[config.mk]
export PLATFORM = sky130hd
export DESIGN_NAME = dfa_state_set_image_core_flat
export DESIGN_NICKNAME = d
export VERILOG_FILES = /design/src/hdl/dssi_pkg.sv /design/src/hdl/dssi_if.sv /design/src/hdl/dssi_ctrl.sv /design/src/hdl/dssi_dp.sv /design/src/hdl/dfa_state_set_image_core.sv /design/src/flat_wrapper.sv
export SDC_FILE = /design/constraint.sdc
export NUM_CORES = 2
export LEC_CHECK = 0
export ABC_AREA = 1
export BUFFER_PORTS_ARGS = -buffer_cell sky130_fd_sc_hd__buf_2
export CORE_MARGIN = 2
export CORE_UTILIZATION = 30
export DETAILED_ROUTE_END_ITERATION = 7
export HOLD_SLACK_MARGIN = 0.05
export PLACE_DENSITY_LB_ADDON = 0.08
export SLEW_MARGIN = 20
export SYNTH_ARGS = -nofsm -noshare
export SYNTH_HDL_FRONTEND = slang
export SYNTH_SLANG_ARGS = --single-unit
[constraint.sdc]
create_clock -name clk -period 7.6 [get_ports clk]
set_input_delay 1.14 -clock clk [delete_from_list [all_inputs] [get_ports clk]]
set_output_delay 1.14 -clock clk [all_outputs]
set_load 0.01 [all_outputs]
[src/hdl/dssi_pkg.sv]
// Package: shared widths, opcodes and controller/datapath command and status types.
package dssi_pkg;

  localparam int OP_W     = 2;
  localparam int LETTER_W = 2;
  localparam int STATE_W  = 6;
  localparam int MASK_W   = 64;
  localparam int COUNT_W  = 7;
  localparam int CFG_W    = 7;

  localparam logic [OP_W-1:0] OP_LOAD    = 2'd0;
  localparam logic [OP_W-1:0] OP_RESTART = 2'd1;
  localparam logic [OP_W-1:0] OP_APPLY   = 2'd2;

  localparam logic REG_STATES_IN_USE = 1'b0;

  typedef struct packed {
    logic capture;
    logic exec;
    logic scan_start;
    logic scan_step;
    logic commit;
    logic out_load;
  } cmd_t;

  typedef struct packed {
    logic apply;
    logic scan_last;
  } sts_t;

endpackage

[src/hdl/dssi_if.sv]
// Interfaces: input word channel and result word channel.
interface dssi_in_if;
  logic                          valid;
  logic                          ready;
  logic [dssi_pkg::OP_W-1:0]     opcode;
  logic [dssi_pkg::LETTER_W-1:0] letter;
  logic [dssi_pkg::STATE_W-1:0]  source_state;
  logic [dssi_pkg::STATE_W-1:0]  target_state;

  modport source (output valid, opcode, letter, source_state, target_state, input ready);
  modport sink   (input valid, opcode, letter, source_state, target_state, output ready);
endinterface

interface dssi_out_if;
  logic                         valid;
  logic                         ready;
  logic [dssi_pkg::MASK_W-1:0]  active_mask;
  logic [dssi_pkg::COUNT_W-1:0] active_count;
  logic                         synchronized;
  logic [dssi_pkg::STATE_W-1:0] sole_state;

  modport source (output valid, active_mask, active_count, synchronized, sole_state,
                  input ready);
  modport sink   (input valid, active_mask, active_count, synchronized, sole_state,
                  output ready);
endinterface

[src/hdl/dssi_ctrl.sv]
// Controller: sequences capture, table scan, commit and result hand-off.
module dssi_ctrl (
  input  logic           clk,
  input  logic           rst_n,
  input  logic           in_valid,
  output logic           in_ready,
  output logic           out_valid,
  input  logic           out_ready,
  input  dssi_pkg::sts_t sts,
  output dssi_pkg::cmd_t cmd
);

  localparam logic [2:0] ST_IDLE   = 3'd0;
  localparam logic [2:0] ST_EXEC   = 3'd1;
  localparam logic [2:0] ST_SCAN   = 3'd2;
  localparam logic [2:0] ST_FLUSH  = 3'd3;
  localparam logic [2:0] ST_COMMIT = 3'd4;
  localparam logic [2:0] ST_DONE   = 3'd5;

  logic [2:0] state_r, state_nxt;
  logic       out_valid_r, out_valid_nxt;
  logic       slot_free;

  assign in_ready  = (state_r == ST_IDLE);
  assign out_valid = out_valid_r;
  assign slot_free = !out_valid_r || out_ready;

  always_comb begin
    state_nxt = state_r;
    cmd       = '0;
    case (state_r)
      ST_IDLE: begin
        if (in_valid) begin
          cmd.capture = 1'b1;
          state_nxt   = ST_EXEC;
        end
      end
      ST_EXEC: begin
        if (sts.apply) begin
          cmd.scan_start = 1'b1;
          state_nxt      = ST_SCAN;
        end else begin
          cmd.exec  = 1'b1;
          state_nxt = ST_DONE;
        end
      end
      ST_SCAN: begin
        cmd.scan_step = 1'b1;
        if (sts.scan_last) begin
          state_nxt = ST_FLUSH;
        end
      end
      ST_FLUSH: begin
        state_nxt = ST_COMMIT;
      end
      ST_COMMIT: begin
        cmd.commit = 1'b1;
        state_nxt  = ST_DONE;
      end
      ST_DONE: begin
        if (slot_free) begin
          cmd.out_load = 1'b1;
          state_nxt    = ST_IDLE;
        end
      end
      default: begin
        state_nxt = ST_IDLE;
      end
    endcase
  end

  always_comb begin
    out_valid_nxt = out_valid_r;
    if (cmd.out_load) begin
      out_valid_nxt = 1'b1;
    end else if (out_valid_r && out_ready) begin
      out_valid_nxt = 1'b0;
    end
  end

  always_ff @(posedge clk) begin
    if (!rst_n) begin
      state_r     <= ST_IDLE;
      out_valid_r <= 1'b0;
    end else begin
      state_r     <= state_nxt;
      out_valid_r <= out_valid_nxt;
    end
  end

endmodule

[src/hdl/dssi_dp.sv]
// Datapath: transition table memory, active set, image builder and result register.
module dssi_dp #(
  parameter int MAX_STATES = 64,
  parameter int LETTERS    = 4
) (
  input  logic                          clk,
  input  logic                          rst_n,
  input  dssi_pkg::cmd_t                cmd,
  output dssi_pkg::sts_t                sts,
  input  logic [dssi_pkg::OP_W-1:0]     in_opcode,
  input  logic [dssi_pkg::LETTER_W-1:0] in_letter,
  input  logic [dssi_pkg::STATE_W-1:0]  in_source_state,
  input  logic [dssi_pkg::STATE_W-1:0]  in_target_state,
  input  logic [dssi_pkg::CFG_W-1:0]    states_in_use,
  output logic [dssi_pkg::MASK_W-1:0]   out_active_mask,
  output logic [dssi_pkg::COUNT_W-1:0]  out_active_count,
  output logic                          out_synchronized,
  output logic [dssi_pkg::STATE_W-1:0]  out_sole_state
);

  localparam int ENTRIES = LETTERS * MAX_STATES;
  localparam int AW      = $clog2(ENTRIES);
  localparam int IW      = $clog2(MAX_STATES);
  localparam int CW      = $clog2(MAX_STATES + 1);

  logic [dssi_pkg::STATE_W-1:0] tbl_mem [ENTRIES];

  logic [dssi_pkg::OP_W-1:0]     op_r;
  logic [dssi_pkg::LETTER_W-1:0] letter_r;
  logic [dssi_pkg::STATE_W-1:0]  src_r, dst_r;

  logic [MAX_STATES-1:0] mask_r, mask_nxt;
  logic [CW-1:0]         count_r, count_nxt;
  logic [IW-1:0]         sole_r, sole_nxt;

  logic [MAX_STATES-1:0] image_r, image_nxt;
  logic [CW-1:0]         icount_r, icount_nxt;
  logic [IW-1:0]         isole_r, isole_nxt;

  logic [IW-1:0]                idx_r;
  logic                         rd_act_r;
  logic [dssi_pkg::STATE_W-1:0] rd_data_r;
  logic [IW-1:0]                tgt;
  logic                         tgt_ok;

  logic [AW-1:0]         wr_addr, rd_addr;
  logic                  load_ok, do_restart;
  logic [CW-1:0]         n_used;
  logic [MAX_STATES-1:0] rst_mask;

  logic [dssi_pkg::MASK_W-1:0]  omask_r;
  logic [dssi_pkg::COUNT_W-1:0] ocount_r;
  logic                         osync_r;
  logic [dssi_pkg::STATE_W-1:0] osole_r;

  assign sts.apply     = (op_r == dssi_pkg::OP_APPLY) && (int'(letter_r) < LETTERS);
  assign sts.scan_last = (idx_r == IW'(MAX_STATES - 1));

  assign load_ok = (op_r == dssi_pkg::OP_LOAD) && (int'(letter_r) < LETTERS) &&
                   (int'(src_r) < MAX_STATES) && (int'(dst_r) < MAX_STATES);
  assign do_restart = cmd.exec && (op_r == dssi_pkg::OP_RESTART);

  assign wr_addr = AW'(int'(letter_r) * MAX_STATES + int'(src_r));
  assign rd_addr = AW'(int'(letter_r) * MAX_STATES + int'(idx_r));

  always_comb begin
    if (states_in_use == '0) begin
      n_used = CW'(1);
    end else if (int'(states_in_use) > MAX_STATES) begin
      n_used = CW'(MAX_STATES);
    end else begin
      n_used = CW'(states_in_use);
    end
  end

  always_comb begin
    for (int i = 0; i < MAX_STATES; i++) begin
      rst_mask[i] = (i < int'(n_used));
    end
  end

  // image build: merge one table read per cycle
  assign tgt    = rd_data_r[IW-1:0];
  assign tgt_ok = rd_act_r && (int'(rd_data_r) < MAX_STATES);

  always_comb begin
    image_nxt  = image_r;
    icount_nxt = icount_r;
    isole_nxt  = isole_r;
    if (cmd.scan_start) begin
      image_nxt  = '0;
      icount_nxt = '0;
      isole_nxt  = '0;
    end else if (tgt_ok && !image_r[tgt]) begin
      image_nxt[tgt] = 1'b1;
      icount_nxt     = icount_r + CW'(1);
      if (icount_r == '0) begin
        isole_nxt = tgt;
      end
    end
  end

  always_comb begin
    mask_nxt  = mask_r;
    count_nxt = count_r;
    sole_nxt  = sole_r;
    if (do_restart) begin
      mask_nxt  = rst_mask;
      count_nxt = n_used;
      sole_nxt  = '0;
    end else if (cmd.commit) begin
      mask_nxt  = image_r;
      count_nxt = icount_r;
      sole_nxt  = isole_r;
    end
  end

  always_ff @(posedge clk) begin
    if (cmd.exec && load_ok) begin
      tbl_mem[wr_addr] <= dst_r;
    end
    rd_data_r <= tbl_mem[rd_addr];
  end

  always_ff @(posedge clk) begin
    if (!rst_n) begin
      mask_r   <= '1;
      count_r  <= CW'(MAX_STATES);
      sole_r   <= '0;
      idx_r    <= '0;
      rd_act_r <= 1'b0;
    end else begin
      mask_r   <= mask_nxt;
      count_r  <= count_nxt;
      sole_r   <= sole_nxt;
      rd_act_r <= cmd.scan_step && mask_r[idx_r];
      if (cmd.scan_start) begin
        idx_r <= '0;
      end else if (cmd.scan_step) begin
        idx_r <= idx_r + IW'(1);
      end
    end
  end

  always_ff @(posedge clk) begin
    image_r  <= image_nxt;
    icount_r <= icount_nxt;
    isole_r  <= isole_nxt;
    if (cmd.capture) begin
      op_r     <= in_opcode;
      letter_r <= in_letter;
      src_r    <= in_source_state;
      dst_r    <= in_target_state;
    end
    if (cmd.out_load) begin
      omask_r  <= dssi_pkg::MASK_W'(mask_r);
      ocount_r <= dssi_pkg::COUNT_W'(count_r);
      osync_r  <= (count_r == CW'(1));
      osole_r  <= (count_r == CW'(1)) ? dssi_pkg::STATE_W'(sole_r) : '0;
    end
  end

  assign out_active_mask  = omask_r;
  assign out_active_count = ocount_r;
  assign out_synchronized = osync_r;
  assign out_sole_state   = osole_r;

endmodule

[src/hdl/dfa_state_set_image_core.sv]
// Top level: automaton subset-image engine with APB register port.
//
// channel  role    handshake            word
// in_ch    sink    valid/ready          opcode, letter, source_state, target_state
// out_ch   source  valid/ready          active_mask, active_count, synchronized, sole_state
// cfg      APB     psel/penable/pready  states_in_use at byte address 0
//
// One word at a time. Load, restart and unused opcodes pass from capture through exec
// to the result; a letter also runs the scan, which reads one table entry per state
// from the table memory, and then commits the image.
// rst_n is synchronous: active set becomes all states, table contents are undefined.
// A result waits in the output register; a stalled out_ch keeps the next result in
// the active set, with the controller waiting, and blocks further input until it is handed over.
module dfa_state_set_image_core #(
  parameter int MAX_STATES = 64,
  parameter int LETTERS    = 4
) (
  input  logic               clk,
  input  logic               rst_n,
  dssi_in_if.sink            in_ch,
  dssi_out_if.source         out_ch,
  input  logic               psel,
  input  logic               penable,
  input  logic               pwrite,
  input  logic [2:0]         paddr,
  input  logic [31:0]        pwdata,
  output logic [31:0]        prdata,
  output logic               pready
);

  dssi_pkg::cmd_t cmd;
  dssi_pkg::sts_t sts;

  logic [dssi_pkg::CFG_W-1:0] states_in_use_r;
  logic                       reg_hit;

  assign pready  = 1'b1;
  assign reg_hit = (paddr[2] == dssi_pkg::REG_STATES_IN_USE);
  assign prdata  = reg_hit ? 32'(states_in_use_r) : '0;

  always_ff @(posedge clk) begin
    if (!rst_n) begin
      states_in_use_r <= dssi_pkg::CFG_W'(64);
    end else if (psel && penable && pwrite && reg_hit) begin
      states_in_use_r <= pwdata[dssi_pkg::CFG_W-1:0];
    end
  end

  dssi_ctrl u_ctrl (
    .clk       (clk),
    .rst_n     (rst_n),
    .in_valid  (in_ch.valid),
    .in_ready  (in_ch.ready),
    .out_valid (out_ch.valid),
    .out_ready (out_ch.ready),
    .sts       (sts),
    .cmd       (cmd)
  );

  dssi_dp #(
    .MAX_STATES (MAX_STATES),
    .LETTERS    (LETTERS)
  ) u_dp (
    .clk              (clk),
    .rst_n            (rst_n),
    .cmd              (cmd),
    .sts              (sts),
    .in_opcode        (in_ch.opcode),
    .in_letter        (in_ch.letter),
    .in_source_state  (in_ch.source_state),
    .in_target_state  (in_ch.target_state),
    .states_in_use    (states_in_use_r),
    .out_active_mask  (out_ch.active_mask),
    .out_active_count (out_ch.active_count),
    .out_synchronized (out_ch.synchronized),
    .out_sole_state   (out_ch.sole_state)
  );

endmodule
[src/flat_wrapper.sv]
// flat-port wrapper written by rule: the top's interface ports become plain ports
module dfa_state_set_image_core_flat 
#(
  parameter int MAX_STATES = 64,
  parameter int LETTERS    = 4
)
  (clk, rst_n, psel, penable, pwrite, paddr, pwdata, prdata, pready, in_ch_valid, in_ch_opcode, in_ch_letter, in_ch_source_state, in_ch_target_state, in_ch_ready, out_ch_valid, out_ch_active_mask, out_ch_active_count, out_ch_synchronized, out_ch_sole_state, out_ch_ready);
  dssi_in_if in_ch_i ();
  dssi_out_if out_ch_i ();
  input  logic clk;
  input  logic rst_n;
  input  logic psel;
  input  logic penable;
  input  logic pwrite;
  input  logic [2:0] paddr;
  input  logic [31:0] pwdata;
  output logic [31:0] prdata;
  output logic pready;
  input wire logic [$bits(in_ch_i.valid)-1:0] in_ch_valid;
  input wire logic [$bits(in_ch_i.opcode)-1:0] in_ch_opcode;
  input wire logic [$bits(in_ch_i.letter)-1:0] in_ch_letter;
  input wire logic [$bits(in_ch_i.source_state)-1:0] in_ch_source_state;
  input wire logic [$bits(in_ch_i.target_state)-1:0] in_ch_target_state;
  output wire logic [$bits(in_ch_i.ready)-1:0] in_ch_ready;
  output wire logic [$bits(out_ch_i.valid)-1:0] out_ch_valid;
  output wire logic [$bits(out_ch_i.active_mask)-1:0] out_ch_active_mask;
  output wire logic [$bits(out_ch_i.active_count)-1:0] out_ch_active_count;
  output wire logic [$bits(out_ch_i.synchronized)-1:0] out_ch_synchronized;
  output wire logic [$bits(out_ch_i.sole_state)-1:0] out_ch_sole_state;
  input wire logic [$bits(out_ch_i.ready)-1:0] out_ch_ready;
  assign in_ch_i.valid = in_ch_valid;
  assign in_ch_i.opcode = in_ch_opcode;
  assign in_ch_i.letter = in_ch_letter;
  assign in_ch_i.source_state = in_ch_source_state;
  assign in_ch_i.target_state = in_ch_target_state;
  assign in_ch_ready = in_ch_i.ready;
  assign out_ch_valid = out_ch_i.valid;
  assign out_ch_active_mask = out_ch_i.active_mask;
  assign out_ch_active_count = out_ch_i.active_count;
  assign out_ch_synchronized = out_ch_i.synchronized;
  assign out_ch_sole_state = out_ch_i.sole_state;
  assign out_ch_i.ready = out_ch_ready;
  dfa_state_set_image_core #(.MAX_STATES(MAX_STATES), .LETTERS(LETTERS)) u_core (.clk(clk), .rst_n(rst_n), .in_ch(in_ch_i), .out_ch(out_ch_i), .psel(psel), .penable(penable), .pwrite(pwrite), .paddr(paddr), .pwdata(pwdata), .prdata(prdata), .pready(pready));
endmodule
==> results.toml <==
[run_status]
status = "finished, final reports clean"

[clocking]
clk_path_buf_depth = 3
clock-root-buffer = "clkbuf_16"
cts_setup_buffers = 0
postCtsHoldBufs = 0
cts.htree.levels = 4
clkSinkCount = 1808
numCtsBuffers = 210
post_cts_resized = 0
cts_tree = "yes"
clk_pin_slew_ns = 0.06
clock_latency_ns = 0.86

[timing]
slew_headroom = 0.241
fmax_mhz = 226
finalHoldViolCount = 0
holdWs_ns = 0.431
min_period_ns = 4.43
rsz0062_at_grt = "false"
setup_tns_ns = 0
finalCritPeriodShare = 0.583
tightest_slew_ns = 1.14
slew_viol_final = 0
fin_skew_ns = 0.0283
finalSetupViolCount = 0

[final_layout]
layout.nets = 7825
fillers = 26300
syn_to_final_growth_pct = 13.5
stdcell_count = 11300
seq_area_um2 = 52500
multiInputGateArea_um2 = 20100
drive_above_1_share = 0.0697

[route]
drtPass1Iterations = 8
drt_iter0_drc = 3820
vias_per_cell = 4.65
via_count = 52700
wire_per_inst_um = 21.3
drt_wl_total_um = 242000
drc = 0
ant_nets = 0

[synth]
synthMuxAreaShare = 0
ys_types = 33
synth-edff-count = 1630
async_flop_share = 0
yosys.area_share.xor_xnor = 0.000677
synth.largest_area_cell = "edfxtp_1"
ys.flop_type = "edfxtp_1"
synth_seq_cells = 1808
syn-cell-area_um2 = 77600
synth_cells = 7791
ys_seq_area_frac = 0.677
synth.top_cell.area_share = 0.631
synthTopCellsByArea = "edfxtp_1 (63%), nand2_1 (11%), nand3_1 (4.9%)"
synth_simple_gate_area_frac = 0.210
synthAdderAreaFrac = 0.000484
postSynthAreaPerCell_um2 = 9.96
synthTopCellsByCount = "nand2_1 (2245), edfxtp_1 (1630), nor2_1 (992), inv_1 (770), nand3_1 (762)"
synth_compound_area_frac = 0.0457
synth-warning-count = 0
synth_top_family_by_area = "simple AND/OR/NAND/NOR gates"
synth_most_common_cell = "nand2_1"

[worst_setup_path]
cp_cell_sequence = "inv_1, nor2_1, nand2_1, nor3_1, inv_1, nor3_1, nand2_1, nor2_1"
worstReg2RegStart = "u_core.u_ctrl.state_r[0]"
reg2reg_depth = 8
crit_path_top_delay_cell = "nor3_1"
rr_endpoint = "u_core.u_dp.tbl_mem[134][3]"
crit_buf_inv = 2
r2r_slack_ns = 3.17
crit_type = "reg2reg"
cp-end-kind = "flip-flop"
required_ns = 8.07
critPathMaxStageDelay_ns = 0.83
arrival_ns = 4.91
crit_path_start_kind = "flip-flop"
crit_fanout = 16
critPathTopFamily = "simple AND/OR/NAND/NOR gates"

[grt]
grt_usage = 0.180
antenna_found_initial = 14
grt-ovfl-total = 0
grt_pass1_vias = 51300
grt_pass1_wl_um = 353000
grt_max_degree = 185

[place]
place_inst = 10900
gp_congestion = 0.809
hpwl_um = 139000
port_buffers = 117

[floorplan]
die_w_um = 512
fp.dieH_um = 512
ios = 171
num_rows = 186
core_um2 = 257000
start_util = 0.302
dieArea_um2 = 263000

[power_and_ir_drop]
p_leak_nw = 33.7
cellPowerDensity_nw_per_um2 = 259
ir_drop_v = 0.000232

[run]
drv_cap = 0

[worst_hold_path]
min-delay-start = "u_core.u_dp.mask_r[23]"
min_path_cells = 0
whs_endpoint = "u_core.u_dp.out_active_mask[23]"
holdCritPathClass = "reg2reg"
power by group:
group | switching, mW | internal (mW)
clock | 4.19 | 5.83
sequential | 0.142 | 11.2
combinational | 1.20 | 0.320
total | 5.52 | 17.3
per-stage QoR:
step	area, um2	setup WS (ns)	util	power (mW)
CTS	88000	3.27	0.343	23.2
detailed placement	81200	3.26	0.316	13.1
global route	88000	3.02	0.343	23.7
finish	88000	3.17	0.343	22.8
global placement	81200	3.27	0.316	13.1
floorplan	77700	2.65	-	12.4
cells in the final DEF (no fill, tap or decap), types with 5 or more instances in the layout:
master and instances:
a31oi_1 5, buf_2 117, a21oi_1 180, nand2_2 15, conb_1 26, clkinv_2 51
o2111ai_1 5, or2_2 20, dfxtp_1 173, nor3_1 20, nand2_1 2229, buf_4 58
o22ai_1 15, nor2_4 8, inv_2 6, bufinv_16 21, o221ai_1 8, clkbuf_16 212
xor2_1 6, inv_1 766, nand3_1 762, edfxtp_1 1630, clkbuf_1 42, clkinv_1 61
o21ai_0 411, nor2_1 986, buf_12 17, o211ai_1 38, nand4_1 10, o21ai_1 12
sequential cells by signal (all words and copies together), names as in the netlist:
register / cells
u_core.u_dp.tbl_mem: 1536
u_core.u_dp.image_r: 64
u_core.u_dp.mask_r: 64
u_core.u_dp.out_active_mask: 64
u_core.states_in_use_r: 7
u_core.u_dp.count_r: 7
u_core.u_dp.icount_r: 7
u_core.u_dp.out_active_count: 7
u_core.u_dp.dst_r: 6
u_core.u_dp.idx_r: 6
u_core.u_dp.isole_r: 6
u_core.u_dp.out_sole_state: 6
u_core.u_dp.rd_data_r: 6
u_core.u_dp.sole_r: 6
u_core.u_dp.src_r: 6
u_core.u_ctrl.state_r: 3
u_core.u_dp.letter_r: 2
u_core.u_dp.op_r: 2
u_core.u_ctrl.out_valid: 1
u_core.u_dp.out_synchronized: 1
u_core.u_dp.rd_act_r: 1
cell type report:
class	instances	share of cell area
antenna	3	0.0000853
timing repair buffer	192	0.0155
clock inverter	141	0.0153
sequential	1808	0.597
multi-input combinational	4765	0.229
clock buffer	254	0.0620
inverter	787	0.0339
tap	3384	0.0481
metal layers:
layer  GRT usage  up-vias  routed length (um)
met5           0        -                  13
met4      0.0445        2                5270
met3      0.0240      303               11200
met2       0.290     1151              112000
met1       0.256    25600              114000
li1            -    25600                   -
cell families after synthesis:
kind of cell	Yosys count
flip-flops	1808
other	2
AND/OR/NAND/NOR	4056
XOR/XNOR	6
AO/OA/AOI/OAI	674
adder cells (fa/ha/maj)	3
buffers and inverters	1242
worst max path at each step:
stage	start	end	slack, ns	depth (start not counted)
global route	u_core.u_ctrl.state_r[0]	u_core.u_dp.tbl_mem[134][1]	3.02	8
finish	u_core.u_ctrl.state_r[0]	u_core.u_dp.tbl_mem[134][3]	3.17	8
CTS	u_core.u_ctrl.state_r[0]	u_core.u_dp.tbl_mem[186][0]	3.27	8
global placement	u_core.u_ctrl.state_r[0]	u_core.u_dp.tbl_mem[188][1]	3.27	8
detailed placement	u_core.u_ctrl.state_r[0]	u_core.u_dp.tbl_mem[186][4]	3.26	8
floorplan	out_ch_ready	u_core.u_dp.out_active_count[0]	2.65	2
Note: power is estimated with default switching activity, not from simulation.
